### config.mk
export PLATFORM = sky130hd
export DESIGN_NAME = k_way_sorted_merge_flat
export DESIGN_NICKNAME = d
export VERILOG_FILES = /design/src/kwm_pkg.sv /design/src/kwm_if.sv /design/src/kwm_cell.sv /design/src/k_way_sorted_merge.sv /design/src/flat_wrapper.sv
export SDC_FILE = /design/constraint.sdc
export NUM_CORES = 1
export LEC_CHECK = 0
export BUFFER_PORTS_ARGS = -buffer_cell sky130_fd_sc_hd__buf_4
export CORE_MARGIN = 2
export CORE_UTILIZATION = 48
export CTS_CLUSTER_DIAMETER = 30
export DETAILED_ROUTE_END_ITERATION = 7
export PLACE_DENSITY_LB_ADDON = 0.15
export REMOVE_ABC_BUFFERS = 1
export SYNTH_ARGS = -nofsm -noshare
export SYNTH_HDL_FRONTEND = slang
export SYNTH_SLANG_ARGS = --single-unit
### constraint.sdc
create_clock -name clk_i -period 22.9 [get_ports clk_i]
set_clock_uncertainty 0.05 [all_clocks]
set_input_delay 2.29 -clock clk_i [delete_from_list [all_inputs] [get_ports clk_i]]
set_output_delay 2.29 -clock clk_i [all_outputs]
set_load 0.01 [all_outputs]
### src/kwm_pkg.sv
package kwm_pkg;

  // Fixed field widths of the item, result and lane count channels.
  localparam int unsigned LaneW  = 3;
  localparam int unsigned ValueW = 32;
  localparam int unsigned CntW   = 4;

  // The lane field addresses at most this many lanes.
  localparam int unsigned LaneSpan = 8;

  // Lane count after reset.
  localparam logic [CntW-1:0] CntReset = 4'd8;

  // Result kinds.
  localparam logic KindElem = 1'b0;
  localparam logic KindEnd  = 1'b1;

  // Running selection handed from one cell to the next.
  typedef struct packed {
    logic              found;    // some unfinished lane holds a head
    logic              blocked;  // some unfinished lane still awaits its head
    logic [ValueW-1:0] value;    // smallest head so far
    logic [LaneW-1:0]  idx;      // lane of that head
  } kwm_chain_t;

  // Controls broadcast from the top level to every cell.
  typedef struct packed {
    logic              accept;     // an item is accepted this cycle
    logic [LaneW-1:0]  lane;
    logic [ValueW-1:0] value;
    logic              lane_end;
    logic              take;       // an element leaves, from lane best_idx
    logic [LaneW-1:0]  best_idx;
    logic              clear_all;  // end of merge
  } kwm_bcast_t;

  // Status of one cell.
  typedef struct packed {
    logic valid;
    logic finished;
  } kwm_stat_t;

endpackage

### src/kwm_if.sv
// Item channel into the merge.
interface kwm_item_if;
  import kwm_pkg::*;
  logic              valid;
  logic              ready;
  logic [LaneW-1:0]  lane;
  logic [ValueW-1:0] value;
  logic              lane_end;
  modport source (output valid, lane, value, lane_end, input ready);
  modport sink (input valid, lane, value, lane_end, output ready);
endinterface

// Result channel out of the merge.
interface kwm_result_if;
  import kwm_pkg::*;
  logic              valid;
  logic              ready;
  logic              kind;
  logic [ValueW-1:0] out_value;
  logic [LaneW-1:0]  source_lane;
  modport source (output valid, kind, out_value, source_lane, input ready);
  modport sink (input valid, kind, out_value, source_lane, output ready);
endinterface

// Write channel of the lane count register.
interface kwm_cfg_if;
  import kwm_pkg::*;
  logic            valid;
  logic            ready;
  logic [CntW-1:0] data;
  modport source (output valid, data, input ready);
  modport sink (input valid, data, output ready);
endinterface

### src/kwm_cell.sv
module kwm_cell
  import kwm_pkg::*;
#(
  parameter logic [LaneW-1:0] IDX = 3'd0
) (
  input  logic       clk_i,
  input  logic       rst_ni,
  input  logic       in_use_i,
  input  kwm_bcast_t bcast_i,
  input  kwm_chain_t chain_i,
  output kwm_chain_t chain_o,
  output kwm_stat_t  stat_o
);

  logic              valid_q, valid_d;
  logic              fin_q, fin_d;
  logic [ValueW-1:0] head_q, head_d;
  logic              valid_mid;
  logic              fin_mid;
  logic              wr;

  // Selection: pass the running minimum on, replacing it on a strictly smaller head.
  always_comb begin
    chain_o = chain_i;
    if (in_use_i && !fin_q) begin
      if (!valid_q) begin
        chain_o.blocked = 1'b1;
      end else if (!chain_i.found || ($signed(head_q) < $signed(chain_i.value))) begin
        chain_o.found = 1'b1;
        chain_o.value = head_q;
        chain_o.idx   = IDX;
      end
    end
  end

  // The pending check acts first, then the newly accepted item lands.
  always_comb begin
    valid_mid = valid_q && !bcast_i.clear_all &&
                !(bcast_i.take && (bcast_i.best_idx == IDX));
    fin_mid   = fin_q && !bcast_i.clear_all;
    wr        = bcast_i.accept && (bcast_i.lane == IDX) && in_use_i &&
                !valid_mid && !fin_mid;
    valid_d   = valid_mid;
    fin_d     = fin_mid;
    head_d    = head_q;
    if (wr) begin
      if (bcast_i.lane_end) begin
        fin_d = 1'b1;
      end else begin
        valid_d = 1'b1;
        head_d  = bcast_i.value;
      end
    end
  end

  always_ff @(posedge clk_i or negedge rst_ni) begin
    if (!rst_ni) begin
      valid_q <= 1'b0;
      fin_q   <= 1'b0;
    end else begin
      valid_q <= valid_d;
      fin_q   <= fin_d;
    end
  end

  // Head value is only read while valid.
  always_ff @(posedge clk_i) begin
    head_q <= head_d;
  end

  assign stat_o.valid    = valid_q;
  assign stat_o.finished = fin_q;

endmodule

### src/k_way_sorted_merge.sv
// Merges up to eight ascending streams of signed 32-bit values into one ascending
// stream. Each item carries the next element of one lane, or an end mark for it;
// items for lanes outside the count, or for lanes that already hold a head or
// have ended, are dropped. Once every unfinished lane in use holds a head, the
// smallest head leaves as an element (ties go to the lowest lane) and that lane
// is awaited again; when all lanes in use have ended, an end result is sent and
// the block clears itself for the next merge. One item is taken per cycle; the
// input stalls only while a due result waits for a full output register. An item
// lands in its lane cell, then any result is registered. The clock period is set by
// the row of lane cells that passes the running minimum through one signed 32-bit
// compare per lane. The lane count may be written only while the block is idle.
module k_way_sorted_merge
  import kwm_pkg::*;
#(
  parameter int unsigned LANES = 8
) (
  input  logic clk_i,
  input  logic rst_ni,
  kwm_item_if.sink     item_i,
  kwm_cfg_if.sink      cfg_i,
  kwm_result_if.source result_o
);

  localparam int unsigned NCell = (LANES < LaneSpan) ? LANES : LaneSpan;
  localparam logic [CntW-1:0] NCellCnt = CntW'(NCell);

  logic [CntW-1:0]   cnt_q;
  logic [CntW-1:0]   n_act;
  logic              pend_q, pend_d;
  logic              out_valid_q, out_valid_d;
  logic              kind_q;
  logic [ValueW-1:0] value_q;
  logic [LaneW-1:0]  lane_q;
  logic              accept;
  logic              out_free;
  logic              emit;
  logic              is_end;
  logic              fire;
  kwm_bcast_t        bcast;
  kwm_chain_t        chain [NCell+1];
  kwm_stat_t         stat  [NCell];
  logic [NCell-1:0]  in_use;
  logic [NCell-1:0]  valid_vec;
  logic [NCell-1:0]  fin_vec;

  // Lane count register.
  assign cfg_i.ready = 1'b1;
  always_ff @(posedge clk_i or negedge rst_ni) begin
    if (!rst_ni) begin
      cnt_q <= CntReset;
    end else if (cfg_i.valid && cfg_i.ready) begin
      cnt_q <= cfg_i.data;
    end
  end

  // Effective count: zero acts as one, and it saturates at the number of cells.
  always_comb begin
    n_act = cnt_q;
    if (cnt_q == '0) begin
      n_act = CntW'(1);
    end else if (cnt_q > NCellCnt) begin
      n_act = NCellCnt;
    end
  end

  // Check pending from the last accepted item, and the handshakes.
  assign chain[0] = '{found: 1'b0, blocked: 1'b0, value: '0, idx: '0};
  assign emit     = !chain[NCell].blocked;
  assign is_end   = !chain[NCell].found;
  assign out_free = !out_valid_q || result_o.ready;
  assign fire     = pend_q && (!emit || out_free);
  assign item_i.ready = !pend_q || fire;
  assign accept   = item_i.valid && item_i.ready;

  always_comb begin
    bcast.accept    = accept;
    bcast.lane      = item_i.lane;
    bcast.value     = item_i.value;
    bcast.lane_end  = item_i.lane_end;
    bcast.take      = fire && emit && !is_end;
    bcast.best_idx  = chain[NCell].idx;
    bcast.clear_all = fire && emit && is_end;
  end

  // Row of lane cells.
  for (genvar i = 0; i < NCell; i++) begin : g_cell
    assign in_use[i]    = CntW'(i) < n_act;
    assign valid_vec[i] = stat[i].valid;
    assign fin_vec[i]   = stat[i].finished;
    kwm_cell #(
      .IDX(LaneW'(i))
    ) u_cell (
      .clk_i   (clk_i),
      .rst_ni  (rst_ni),
      .in_use_i(in_use[i]),
      .bcast_i (bcast),
      .chain_i (chain[i]),
      .chain_o (chain[i+1]),
      .stat_o  (stat[i])
    );
  end

  // Control of the pending check and the output register.
  always_comb begin
    pend_d = pend_q;
    if (accept) begin
      pend_d = 1'b1;
    end else if (fire) begin
      pend_d = 1'b0;
    end
    out_valid_d = out_valid_q;
    if (fire && emit) begin
      out_valid_d = 1'b1;
    end else if (result_o.ready) begin
      out_valid_d = 1'b0;
    end
  end

  always_ff @(posedge clk_i or negedge rst_ni) begin
    if (!rst_ni) begin
      pend_q      <= 1'b0;
      out_valid_q <= 1'b0;
    end else begin
      pend_q      <= pend_d;
      out_valid_q <= out_valid_d;
    end
  end

  // Result payload.
  always_ff @(posedge clk_i) begin
    if (fire && emit) begin
      if (is_end) begin
        kind_q  <= KindEnd;
        value_q <= '0;
        lane_q  <= '0;
      end else begin
        kind_q  <= KindElem;
        value_q <= chain[NCell].value;
        lane_q  <= chain[NCell].idx;
      end
    end
  end

  assign result_o.valid       = out_valid_q;
  assign result_o.kind        = kind_q;
  assign result_o.out_value   = value_q;
  assign result_o.source_lane = lane_q;

`ifndef SYNTHESIS
  // A due result never overtakes a full output register.
  a_no_overrun: assert property (@(posedge clk_i) disable iff (!rst_ni)
    (pend_q && emit && !out_free) |-> !item_i.ready)
    else $error("item taken while a due result was blocked");

  // The end of a merge leaves every lane cleared unless a new item lands.
  a_end_clears: assert property (@(posedge clk_i) disable iff (!rst_ni)
    (bcast.clear_all && !accept) |=> (valid_vec == '0) && (fin_vec == '0))
    else $error("lane state survived the end of merge");

  // An emitted element comes from a lane in use.
  a_lane_in_use: assert property (@(posedge clk_i) disable iff (!rst_ni)
    bcast.take |-> (CntW'(bcast.best_idx) < n_act) && valid_vec[bcast.best_idx])
    else $error("element taken from a lane without a head");

  // An end result carries zero payload.
  a_end_payload: assert property (@(posedge clk_i) disable iff (!rst_ni)
    (result_o.valid && (result_o.kind == KindEnd)) |->
      (result_o.out_value == '0) && (result_o.source_lane == '0))
    else $error("end result with nonzero payload");
`endif

endmodule

### src/flat_wrapper.sv
// flat-port wrapper written by rule: the top's interface ports become plain ports
module k_way_sorted_merge_flat import kwm_pkg::*;
#(
  parameter int unsigned LANES = 8
)
  (clk_i, rst_ni, item_i_valid, item_i_lane, item_i_value, item_i_lane_end, item_i_ready, cfg_i_valid, cfg_i_data, cfg_i_ready, result_o_valid, result_o_kind, result_o_out_value, result_o_source_lane, result_o_ready);
  kwm_item_if item_i_i ();
  kwm_cfg_if cfg_i_i ();
  kwm_result_if result_o_i ();
  input  logic clk_i;
  input  logic rst_ni;
  input wire logic [$bits(item_i_i.valid)-1:0] item_i_valid;
  input wire logic [$bits(item_i_i.lane)-1:0] item_i_lane;
  input wire logic [$bits(item_i_i.value)-1:0] item_i_value;
  input wire logic [$bits(item_i_i.lane_end)-1:0] item_i_lane_end;
  output wire logic [$bits(item_i_i.ready)-1:0] item_i_ready;
  input wire logic [$bits(cfg_i_i.valid)-1:0] cfg_i_valid;
  input wire logic [$bits(cfg_i_i.data)-1:0] cfg_i_data;
  output wire logic [$bits(cfg_i_i.ready)-1:0] cfg_i_ready;
  output wire logic [$bits(result_o_i.valid)-1:0] result_o_valid;
  output wire logic [$bits(result_o_i.kind)-1:0] result_o_kind;
  output wire logic [$bits(result_o_i.out_value)-1:0] result_o_out_value;
  output wire logic [$bits(result_o_i.source_lane)-1:0] result_o_source_lane;
  input wire logic [$bits(result_o_i.ready)-1:0] result_o_ready;
  assign item_i_i.valid = item_i_valid;
  assign item_i_i.lane = item_i_lane;
  assign item_i_i.value = item_i_value;
  assign item_i_i.lane_end = item_i_lane_end;
  assign item_i_ready = item_i_i.ready;
  assign cfg_i_i.valid = cfg_i_valid;
  assign cfg_i_i.data = cfg_i_data;
  assign cfg_i_ready = cfg_i_i.ready;
  assign result_o_valid = result_o_i.valid;
  assign result_o_kind = result_o_i.kind;
  assign result_o_out_value = result_o_i.out_value;
  assign result_o_source_lane = result_o_i.source_lane;
  assign result_o_i.ready = result_o_ready;
  k_way_sorted_merge #(.LANES(LANES)) u_core (.clk_i(clk_i), .rst_ni(rst_ni), .item_i(item_i_i), .cfg_i(cfg_i_i), .result_o(result_o_i));
endmodule
Yosys cells after proc, flatten, opt, wreduce, memory -nomap -nowiden
Index checks and enable logic that the tools add are counted. W data, S select, Z words.

$lt $le $gt $ge: 16. Eq/ne operators: 14. Muxes and demuxes: 85. Bitwise gates (word level): 1. Reductions and logical operators: 144.

Operator list (number): $mux W35 (15); $mux W37 (8); $lt A32 B32 Y1 (7); $logic_and A1 B1 Y1 (77); $mux W1 (60); $logic_not A1 Y1 (44); $eq A3 B3 Y1 const B (8); $lt A3 B4 Y1 const A (4); $reduce_and A2 Y1 (8); $eq A3 B2 Y1 const B (4); $logic_or A1 B1 Y1 (10); $lt A1 B4 Y1 const A (2); $lt A2 B4 Y1 const A (2); $mux W4 (2); $eq A3 B1 Y1 const B (2); $logic_not A3 Y1 (2); $gt A4 B4 Y1 const B (1); $logic_not A4 Y1 (1); $reduce_bool A2 Y1 (2); $not A1 Y1 (1).

Flip-flop bits (word level): 314. Input port bits: 45. Word-level logic and storage cells: 290.

Longest topological paths before layout
Gate-level depths: netlist of the first run.

Depth in word-level cells: 52. Mapped depth: 114.

Modules after synthesis
From an unflattened synthesis of the first run, not the netlist that was laid out.

Cell total of the unflattened synthesis: 3270. Area, all modules: 31391.4 um^2.

Modules (own cells, without submodules): kwm_cell at u_core.g_cell[1].u_cell ... (times used 2, cells an instance 395, area an instance 3808.7 um^2, sequential area each 1011.0 um^2); kwm_cell at u_core.g_cell[5].u_cell ... (times used 2, cells an instance 396, area an instance 3677.3 um^2, sequential area each 1011.0 um^2); kwm_cell at u_core.g_cell[4].u_cell (times used 1, cells an instance 397, area an instance 3811.2 um^2, sequential area each 1011.0 um^2); kwm_cell at u_core.g_cell[0].u_cell (times used 1, cells an instance 397, area an instance 3742.3 um^2, sequential area each 1011.0 um^2); kwm_cell at u_core.g_cell[3].u_cell (times used 1, cells an instance 394, area an instance 3677.3 um^2, sequential area each 1011.0 um^2); kwm_cell at u_core.g_cell[7].u_cell (times used 1, cells an instance 394, area an instance 3527.1 um^2, sequential area each 1011.0 um^2); k_way_sorted_merge (times used 1, cells an instance 106, area an instance 1661.6 um^2, sequential area each 1232.4 um^2).

Least setup slack after synthesis of the first run
Ideal clock, no wire load.

Kind: reg-to-reg. Start: register u_core.g_cell[0].u_cell.fin_q. End: register u_core.g_cell[3].u_cell.head_q[0] (enable). Arrival: 21148 ps. Required time: 22425 ps. Path slack: 1278 ps. Cell stages (with the launch flop): 112. Period minus slack after synthesis: 21622 ps. Path through: dfrtp_1 -> nor2b_1 -> clkbuf_1 -> clkbuf_1 -> nand2_1 -> ha_1 -> nand4_1 -> nor4_4 -> nand2_1 -> and4_4 -> a311oi_4 -> o21a_1 -> clkbuf_1 -> buf_1 -> nand2_1 -> o21ai_0 -> inv_1 -> ha_1 -> (+76 left out) -> mux2_2 -> ha_1 -> a21o_1 -> a21o_1 -> a21o_1 -> a21oi_1 -> nor2b_1 -> o21ai_0 -> nand2b_1 -> a21oi_1 -> o21ai_0 -> mux2_2 -> a221o_1 -> and2_1 -> a31oi_1 -> a21oi_4 -> a31oi_1 -> nor2b_1.

Word-level cells in the longest chain between the ends: 47. Elaborated cells on any way between the ends: 89.

Ends and longest elaborated chain: from (decl) (line kwm_cell.sv:16) `logic fin_q, fin_d;`; from (signal assigned) (line kwm_cell.sv:62) `fin_q <= fin_d;`; $logic_not A1 Y1 * (line kwm_cell.sv:25) `if (in_use_i && !fin_q) begin`; $logic_and A1 B1 Y1 * (line kwm_cell.sv:25); $mux W37 * (line kwm_cell.sv:25); $lt A32 B32 Y1 / $logic_not A1 Y1 (equally long branches) (line kwm_cell.sv:28) `end else if (!chain_i.found || ($signed(head_q) < $signed(chain_i.value))) begin`; $logic_or A1 B1 Y1 (line kwm_cell.sv:28); $mux W35 / $mux W1 (equally long branches) (line kwm_cell.sv:28); $mux W35 / $mux W1 (equally long branches) (line kwm_cell.sv:26) `if (!valid_q) begin`; $mux W37 * (line kwm_cell.sv:25); (+25 left out); $lt A32 B32 Y1 / $logic_not A1 Y1 (equally long branches) (line kwm_cell.sv:28); $logic_or A1 B1 Y1 (line kwm_cell.sv:28); $mux W1 (line kwm_cell.sv:28); $mux W1 (line kwm_cell.sv:26); $mux W37 * (line kwm_cell.sv:25); parallel branches: the longest is 7 deep, another holds $eq A3 B2 Y1; $logic_and A1 B1 Y1 * (line kwm_cell.sv:42) `!valid_mid && !fin_mid;`; $reduce_and A2 Y1 (no source line) *; to (signal assigned) (line kwm_cell.sv:68) `head_q <= head_d;`; to (decl) (line kwm_cell.sv:17) `logic [ValueW-1:0] head_q, head_d;`.

Every way passes the cells marked *. A chain may end at the register's enable or synchronous reset.

Worst setup path in the final report of the first run
Start: register u_core.g_cell[0].u_cell.valid_q. End: register u_core.g_cell[5].u_cell.head_q[15] (enable).

Word-level cells in the longest chain between the ends: 46. Elaborated cells on any way between the ends: 90.

Ends and longest elaborated chain: from (decl) (line kwm_cell.sv:15) `logic valid_q, valid_d;`; from (signal assigned) (line kwm_cell.sv:61) `valid_q <= valid_d;`; $mux W35 / $mux W1 (equally long branches) (line kwm_cell.sv:26); $mux W37 * (line kwm_cell.sv:25); $lt A32 B32 Y1 / $logic_not A1 Y1 (equally long branches) (line kwm_cell.sv:28); $logic_or A1 B1 Y1 (line kwm_cell.sv:28); $mux W35 / $mux W1 (equally long branches) (line kwm_cell.sv:28); $mux W35 / $mux W1 (equally long branches) (line kwm_cell.sv:26); $mux W37 * (line kwm_cell.sv:25); $lt A32 B32 Y1 / $logic_not A1 Y1 (equally long branches) (line kwm_cell.sv:28); (+24 left out); $lt A32 B32 Y1 / $logic_not A1 Y1 (equally long branches) (line kwm_cell.sv:28); $logic_or A1 B1 Y1 (line kwm_cell.sv:28); $mux W1 (line kwm_cell.sv:28); $mux W1 (line kwm_cell.sv:26); $mux W37 * (line kwm_cell.sv:25); parallel branches: the longest is 7 deep, another holds $eq A3 B3 Y1; $logic_and A1 B1 Y1 * (line kwm_cell.sv:42); $reduce_and A2 Y1 (no source line) *; to (signal assigned) (line kwm_cell.sv:68); to (decl) (line kwm_cell.sv:17).

Marks and branches as above.

==> results of run 1 <==
report_power, final:
part / internal [uW] / switching, uW
Combinational: 733 / 1060
Sequential: 700 / 24.5
Clock: 772 / 350
critical path, delay by kind of cell (launching register included):
family                   cells  cell delay, ps
flip-flops                   1             410
buffers and inverters        8            1520
multiplexers                 5            1580
AND/OR/NAND/NOR             30            4730
AO/OA/AOI/OAI               50           10960
adder cells (fa/ha/maj)      7            2070
kinds of logic after synthesis:
family          count (synthesis)
mux                           114
other cells                     1
buf+inv                       209
fa+ha+maj                     217
flops                         314
compound gates                397
simple gates                  440
routing by layer:
metal / part of all wire / global-route usage
met1: 0.42 / 0.329
met2: 0.48 / 0.437
met3: 0.053 / 0.0428
met4: 0.048 / 0.127
met5: 0 / 0
layout by cell type (no fill, tap or decap), types with 15 or more instances in the layout:
cell type / count
edfxtp_1: 292
ha_1: 217
nand2_1: 189
inv_1: 161
buf_4: 123
a21oi_1: 98
o21ai_0: 97
clkbuf_16: 79
nor2_1: 73
mux2i_1: 67
a21o_1: 63
mux2_2: 44
nand4_1: 38
o21a_1: 34
nor3_1: 25
dfrtp_1: 21
nand3_1: 18
nand2b_1: 15
through the flow:
stage / worst slack, ps / total power (uW) / util / instances
after global placement: 574 / 2440 / 0.526 / 2288
after floorplan: -10290 / 1900 / - / 1644
after detailed placement: 11.1 / 2460 / 0.526 / 2288
final: 1220 / 3630 / 0.602 / 2442
after global routing: -9.22 / 3890 / 0.602 / 2442
after CTS: 175 / 3600 / 0.596 / 2431
worst min path at each step:
stage                                   from                            end  slack, ps  cells past startpoint
2_1_floorplan  u_core.g_cell[4].u_cell.fin_q  u_core.g_cell[4].u_cell.fin_q        420                      1
3_3_place_gp   u_core.g_cell[4].u_cell.fin_q  u_core.g_cell[4].u_cell.fin_q        440                      1
3_5_place_dp   u_core.g_cell[4].u_cell.fin_q  u_core.g_cell[4].u_cell.fin_q        440                      1
4_1_cts        u_core.g_cell[4].u_cell.fin_q  u_core.g_cell[4].u_cell.fin_q        450                      1
5_1_grt        u_core.g_cell[4].u_cell.fin_q  u_core.g_cell[4].u_cell.fin_q        460                      1
6_report       u_core.g_cell[4].u_cell.fin_q  u_core.g_cell[4].u_cell.fin_q        450                      1
flip-flops by register name, indices dropped and copies added, names as in the netlist:
| name | flops |
|---|---|
| u_core.g_cell.u_cell.head_q | 256 |
| u_core.result_o.source_lane | 3 |
| u_core.g_cell.u_cell.valid_q | 8 |
| u_core.cnt_q | 4 |
| u_core.result_o.valid | 1 |
| u_core.g_cell.u_cell.fin_q | 8 |
| u_core.result_o.kind | 1 |
| u_core.pend_q | 1 |
| u_core.result_o.out_value | 32 |
cell type report:
| class | count | share of cell area |
|---|---|---|
| repair buffers | 130 | 0.0454 |
| inverters | 161 | 0.0260 |
| multi-input cells | 1176 | 0.383 |
| flip-flops and latches | 314 | 0.401 |
| clock buffers | 87 | 0.0869 |
| clock inverters | 56 | 0.0290 |
| well taps | 518 | 0.0279 |
repair_timing:
item | 4_1_cts | 5_1_grt
setup endpoints to repair | 45 | 307
pin swaps | 0 | 5
gates cloned | 0 | 7
setup buffers | 0 | 4
resized for setup | 1 | 26
==> results.json, run 1 <==
{
  "drtIter0Drc": 1007,
  "synth-simple-area-share": 0.112,
  "p_per_area_nw_per_um2": 156,
  "required_ps": 23120,
  "cts_buffers": 77,
  "synthXorXnorAreaFrac": 0,
  "cts-root-buf": "clkbuf_16",
  "synth.distinct_cells": 80,
  "synth_fa_ha_area_frac": 0.145,
  "period_needed_ps": 21680,
  "synth_seq_area_share": 0.497,
  "syn2layout_area_growth_pct": 23.9,
  "grt_max_degree": 43,
  "ir_worst_vdd_mv": 0.111,
  "p_leak_uw": 0.00928,
  "outcome": "finished, violations left",
  "cp.arrival_ps": 21900,
  "grt_overflow": 0,
  "crit_type": "flop to flop",
  "design_area_um2": 23200,
  "core_um2": 38600,
  "port_buffers": 82,
  "routedWlPerCell_um": 22.2,
  "cts.htree.levels": 3,
  "initial_core_util": 0.486,
  "clk_latency_ps": 590,
  "rr_worst_depth": 100,
  "die-width_um": 202,
  "final-seq-area_um2": 9320,
  "synth_common_cells": "edfxtp_1, ha_1, nand2_1, inv_1, a21oi_1",
  "drcViolationCount": 0,
  "cp_slowest_cell": "a2111oi_1",
  "grt_pass1_wl_mm": 80.6,
  "fin_hold_ws_ps": 453,
  "drive_gt1_frac": 0.187,
  "cts_buffer_depth": 3,
  "drtPass1Iterations": 7,
  "fillers": 3178,
  "setup_viol": 0,
  "io_pins": 84,
  "drv_cap": 1,
  "setup.worst_path.start": "u_core.g_cell[0].u_cell.valid_q",
  "yosysWarnings": 0,
  "synth_area_leaders": "edfxtp_1, ha_1, nand2_1",
  "netlist.area_leader.share": 0.468,
  "viasPerCell": 5.76,
  "cts_tree": "built",
  "synth_top_family_by_area": "adder cells",
  "synth_most_common_cell": "edfxtp_1",
  "max_freq_mhz": 46.1,
  "worstReg2RegStart": "u_core.g_cell[0].u_cell.valid_q",
  "synthMuxAreaShare": 0.0646,
  "ctsHoldBuffers": 0,
  "std_cell_rows": 72,
  "crit_fanout": 34,
  "antenna_found_initial": 0,
  "crit_path_end_kind": "flop",
  "vias": 14066,
  "die_y_um": 202,
  "antenna_cells": 0,
  "dpl_cell_area_um2": 20300,
  "syn_area_um2": 18700,
  "period_share": 0.947,
  "synth_edf_count": 292,
  "drtAntennaViolNets": 0,
  "hold_viol": 0,
  "tns_ps": 0,
  "synth_compound_area_frac": 0.137,
  "ys_async_sr_fraction": 0.0701,
  "tightest_slew_ps": 1590,
  "post-synth-top-area-cell": "edfxtp_1",
  "multi_input_area_um2": 8900,
  "slew_violations": 4,
  "grt_pass1_vias": 14191,
  "finalWirelength_mm": 54.2,
  "gp_congestion": 0.908,
  "r2r_end": "u_core.g_cell[5].u_cell.head_q[15]",
  "dp_hpwl_mm": 38.9,
  "synthCells": 1692,
  "max_slew_margin": -0.0850,
  "cts.sinks": 314,
  "track_usage": 0.261,
  "crit_path_max_incr_delay_ps": 530,
  "hold_path_class": "flop to flop",
  "crit_path_end": "u_core.g_cell[5].u_cell.head_q[15]",
  "cp_common_cell": "a21o_1",
  "start_kind": "flop",
  "synth_ff_type": "edfxtp_1",
  "failed_checks": "max-capacitance violations, max-slew violations",
  "r2r_slack_ps": 1220,
  "fp.dieArea_um2": 40700,
  "ys_ff_latch": 314,
  "syn_area_per_cell_um2": 11.1,
  "fin_nets": 2122,
  "clkTransAtPathRegs_ps": 40
}
(Power assumes the default switching activity.)
==> inputs of run 2 (changes only) <==
Settings changed: CORE_UTILIZATION 48 to 45.
==> run 2 against run 1 <==
The run still ends with max-capacitance violations, max-slew violations left; largest cell class unchanged; sequential cell count stayed put; register-to-register slack gained 90 ps; critical endpoint is now u_core.g_cell[5].u_cell.head_q[13]; sequential power hardly changed; fmax up 0.44%; critical path type unchanged.
==> results.json, run 2 (synthesized netlist as in run 1, its figures left out) <==
{
  "std_cell_rows": 74,
  "largest-register": "u_core.g_cell.u_cell.head_q",
  "grt_overflow": 0,
  "max_freq_mhz": 46.3,
  "grt_max_degree": 43,
  "layout_common_cells": "edfxtp_1, ha_1, nand2_1, inv_1, buf_4",
  "die_y_um": 208,
  "multi_input_area_um2": 8970,
  "switching_share": 0.398,
  "p_per_area_nw_per_um2": 156,
  "cts.htree.levels": 3,
  "antenna_cells": 0,
  "initial_core_util": 0.457,
  "hold_viol": 0,
  "r2r_slack_ps": 1310,
  "cts_tree": "built",
  "largest_register_ffs": 256,
  "io_pins": 84,
  "p_leak_uw": 0.00927,
  "cts_buffer_depth": 3,
  "grt_pass1_wl_mm": 81.2,
  "cp.arrival_ps": 21870,
  "fin_nets": 2127,
  "slew_violations": 4,
  "ir_worst_vdd_mv": 0.0816,
  "period_needed_ps": 21590,
  "seq_power_share": 0.200,
  "place_inst": 2299,
  "drtAntennaViolNets": 0,
  "period_share": 0.943,
  "syn2layout_area_growth_pct": 24.1,
  "p_switching_uw": 1440,
  "drtPass1Iterations": 6,
  "failed_checks": "max-capacitance violations, max-slew violations",
  "required_ps": 23180,
  "die-width_um": 208,
  "cp_slowest_cell": "a2111oi_1",
  "gp_congestion": 0.896,
  "final_common_cell": "edfxtp_1",
  "tightest_slew_ps": 2130,
  "dp_hpwl_mm": 39.4,
  "p_int_uw": 2180,
  "drcViolationCount": 0,
  "fillers": 3440,
  "pwr-share-comb": 0.499,
  "clkTransAtPathRegs_ps": 40,
  "core_um2": 41000,
  "crit_path_max_incr_delay_ps": 500,
  "crit_fanout": 34,
  "grt_pass1_vias": 14078,
  "max_slew_margin": -0.454,
  "cts-root-buf": "clkbuf_16",
  "ctsHoldBuffers": 0,
  "power.share.clock": 0.301,
  "routedWlPerCell_um": 22.3,
  "finalWirelength_mm": 54.9,
  "fin_util": 0.567,
  "port_buffers": 82,
  "track_usage": 0.248,
  "cts.sinks": 314,
  "clk_latency_ps": 620,
  "drtIter0Drc": 1001,
  "vias": 14032,
  "crit_type": "flop to flop",
  "drive_gt1_frac": 0.189,
  "start_kind": "flop",
  "cts_buffers": 80,
  "drv_cap": 1,
  "crit_path_end_kind": "flop",
  "setup_viol": 0,
  "final-seq-area_um2": 9320,
  "final_cells": 2458,
  "outcome": "finished, violations left",
  "antenna_found_initial": 1,
  "hold_path_class": "flop to flop",
  "cp_common_cell": "a21o_1",
  "fp.dieArea_um2": 43300,
  "viasPerCell": 5.71
}
==> run 2: cell types whose count changed in the layout (fill, tap and decap cells not counted), moves of 3 or more <==
cell / delta
clkinv_4: -7
clkinv_2: +4
inv_6: -4
bufinv_16: -3
clkinv_8: +3
==> run 2: final cells by class <==
class | instances | share of cell area
Clock buffer | 92 | 0.0893
Clock inverter | 51 | 0.0237
Inverter | 161 | 0.0260
Multi-Input combinational cell | 1177 | 0.386
Sequential cell | 314 | 0.401
Tap cell | 532 | 0.0286
Timing Repair Buffer | 131 | 0.0461
==> run 2: power groups by stage <==
stage	Clock (uW)	Sequential [uW]	Combinational, uW
floorplan	0	735	1170
global placement	0	732	1710
detailed placement	0	732	1730
CTS	1100	723	1740
global route	1140	728	2010
finish	1090	724	1800
==> run 2: critical path: cells and delay by family (launching register included) <==
family / cells / cell delay (ps)
buffers and inverters: 9 / 1720
and+or+nand+nor: 30 / 4340
DFF: 1 / 430
adders and majority gates: 7 / 2120
muxes: 5 / 1580
AOI/OAI and AO/OA: 51 / 10940
==> run 2: repair_timing <==
action / in CTS / in global routing
resized for setup: 0 / 44
buffers inserted: 0 / 8
endpoints found under the setup margin: 0 / 307
==> run 2: worst paths after layout <==
| path | startpoint | to | depth (start not counted) |
|---|---|---|---|
| max | u_core.g_cell[0].u_cell.fin_q | u_core.g_cell[5].u_cell.head_q[13] | 102 |
| min | u_core.g_cell[4].u_cell.fin_q | u_core.g_cell[4].u_cell.fin_q | 1 |
| max reg2reg | u_core.g_cell[0].u_cell.fin_q | u_core.g_cell[5].u_cell.head_q[13] | 102 |
| min reg2reg | u_core.g_cell[4].u_cell.fin_q | u_core.g_cell[4].u_cell.fin_q | 1 |
| max in group asynchronous | rst_ni | u_core.cnt_q[3] | 1 |
| min in group asynchronous | rst_ni | u_core.g_cell[7].u_cell.valid_q | 1 |
==> run 2: metal layers <==
| metal | GRT usage | wire, um | vias up |
|---|---|---|---|
| met5 | 0 | 0 | - |
| met4 | 0.101 | 1890 | 0 |
| met3 | 0.0482 | 2950 | 114 |
| met2 | 0.423 | 26600 | 446 |
| met1 | 0.309 | 23400 | 6814 |
| li1 | - | - | 6658 |
==> run 2: metrics by stage <==
step                      setup TNS (ps)  total power, uW  hold slack [ps]  setup WS (ps)  area (um^2)
after floorplan                 -3014440             1900              423         -10290        18500
after global placement                 0             2440              453            545        20300
after detailed placement               0             2460              453            128        20300
after CTS                              0             3570              462           37.8        22900
after global routing                -251             3880              499          -25.2        23300
final                                  0             3620              471           1310        23300
==> inputs of run 3 (changes only) <==
Settings changed: PLACE_DENSITY from default to 0.72, PLACE_DENSITY_LB_ADDON 0.15 to default.
Clock period 22.9 ns to 26.1 ns, I/O delays scaled along.
==> run 3 against run 2 <==
Highest routed layer unchanged; the run now ends clean; routed wire length is 3.8% lower; total power is 14% lower; die area is the same; sequential share of layout area rose by 0.84 points; clock power shrank 13%; global-route usage decreased by 1.4 points.
==> results.json, run 3 (synthesized netlist as in run 1, its figures left out) <==
{
  "outcome": "finished clean",
  "max_freq_mhz": 40.3,
  "final_common_cell": "edfxtp_1",
  "grt_max_degree": 43,
  "drtPass1Iterations": 5,
  "die_y_um": 208,
  "gp_congestion": 0.968,
  "cp_slowest_cell": "nor3_1",
  "track_usage": 0.234,
  "drive_gt1_frac": 0.168,
  "layout_common_cells": "edfxtp_1, ha_1, nand2_1, inv_1, buf_4",
  "std_cell_rows": 74,
  "grt_pass1_vias": 14482,
  "max_slew_margin": 0.228,
  "cts_buffers": 76,
  "hold_path_class": "flop to flop",
  "ir_worst_vdd_mv": 0.0558,
  "cts.htree.levels": 3,
  "tightest_slew_ps": 1160,
  "wl_met2_mm": 25.9,
  "grt_pass1_wl_mm": 78.4,
  "routed.top_layer": "met4",
  "crit_fanout": 31,
  "routedWlPerCell_um": 21.8,
  "cp_common_cell": "a21o_1",
  "design_area_um2": 22800,
  "drcViolationCount": 0,
  "r2r_slack_ps": 1290,
  "syn2layout_area_growth_pct": 21.5,
  "required_ps": 26310,
  "slew_violations": 0,
  "rsz0062_at_grt": "no",
  "crit_buf_inv": 7,
  "pre_cts_ws_ps": 750,
  "wl_met3_mm": 3.80,
  "drtAntennaViolNets": 0,
  "pwr-share-comb": 0.488,
  "totalPowerFinal_uw": 3100,
  "fin_ws_ps": 1290,
  "core_um2": 41000,
  "port_buffers": 82,
  "p_switching_uw": 1210,
  "clk_latency_ps": 590,
  "final_cells": 2423,
  "largest-register": "u_core.g_cell.u_cell.head_q",
  "seq_power_share": 0.205,
  "drv_cap": 0,
  "cp.arrival_ps": 25020,
  "wl_met1_mm": 21.1,
  "setup_viol": 0,
  "crit_type": "flop to flop",
  "dp_hpwl_mm": 37.4,
  "cts_buffer_depth": 3,
  "antenna_found_initial": 0,
  "period_share": 0.951,
  "p_leak_uw": 0.00907,
  "power.share.clock": 0.307,
  "fin_nets": 2092,
  "finalWirelength_mm": 52.8,
  "largest_register_ffs": 256,
  "cts-root-buf": "clkbuf_16",
  "crit_path_end_kind": "flop",
  "grt_overflow": 0,
  "die-width_um": 208,
  "hold_viol": 0,
  "start_kind": "flop",
  "period_needed_ps": 24810,
  "viasPerCell": 5.85,
  "p_int_uw": 1880,
  "initial_core_util": 0.457,
  "crit_path_max_incr_delay_ps": 670,
  "drtIter0Drc": 1224,
  "vias": 14178,
  "p_per_area_nw_per_um2": 136,
  "clkTransAtPathRegs_ps": 40,
  "fin_hold_ws_ps": 511,
  "dpl_cell_area_um2": 20100,
  "cts_tree": "built",
  "fillers": 3402,
  "cts.sinks": 314,
  "place_inst": 2276,
  "antenna_cells": 0,
  "fp.dieArea_um2": 43300,
  "switching_share": 0.392,
  "io_pins": 84,
  "cp_top_family": "compound AO/OA/AOI/OAI gates"
}
==> run 3: cell count changes in the layout (fill, tap and decap cells not counted), sizes merged, moves of 2 or more <==
cell      delta
nor2b        -2
inv          -2
clkinvlp     -3
clkinv       +2
buf         -29
clkbuf       -2
o21a         -2
==> run 3: power by group through the flow <==
stage | Clock (uW) | Sequential [uW] | Combinational [uW]
finish | 950 | 636 | 1510
detailed placement | 0 | 644 | 1450
global placement | 0 | 642 | 1410
floorplan | 0 | 645 | 1020
CTS | 961 | 636 | 1480
global route | 986 | 639 | 1670
==> run 3: area by class of cell <==
cell class | count | area (um^2) | share of cell area
Inverter | 161 | 604 | 0.0265
Clock inverter | 49 | 524 | 0.0230
Timing Repair Buffer | 102 | 778 | 0.0342
Tap cell | 532 | 666 | 0.0292
Sequential cell | 314 | 9320 | 0.409
Multi-Input combinational cell | 1175 | 8830 | 0.388
Clock buffer | 90 | 2060 | 0.0904
==> run 3: through the flow <==
stage               TNS [ps]   util
floorplan           -2032040      -
global placement           0  0.489
detailed placement         0  0.489
CTS                        0  0.552
global route               0  0.555
finish                     0  0.555
==> run 3: timing repair <==
action                                  in CTS  in global routing
hold buffers                                 0                  0
endpoints found under the setup margin       0                304
resized for setup                            0                 13
buffers inserted                             0                  2
==> run 3: final timing paths <==
check	from	cells past startpoint	endpoint
worst max-delay path	u_core.g_cell[0].u_cell.fin_q	93	u_core.g_cell[1].u_cell.head_q[25]
worst min-delay path	u_core.g_cell[4].u_cell.fin_q	1	u_core.g_cell[4].u_cell.fin_q
worst max register to register	u_core.g_cell[0].u_cell.fin_q	93	u_core.g_cell[1].u_cell.head_q[25]
worst min register to register	u_core.g_cell[4].u_cell.fin_q	1	u_core.g_cell[4].u_cell.fin_q
max in group asynchronous	rst_ni	1	u_core.cnt_q[3]
min in group asynchronous	rst_ni	1	u_core.g_cell[1].u_cell.valid_q
==> run 3: layer usage <==
layer  GRT usage  vias to the layer above
li1            -                     6593
met1       0.284                     6890
met5           0                        -
met4      0.0995                        0
met2       0.404                      552
met3      0.0475                      143
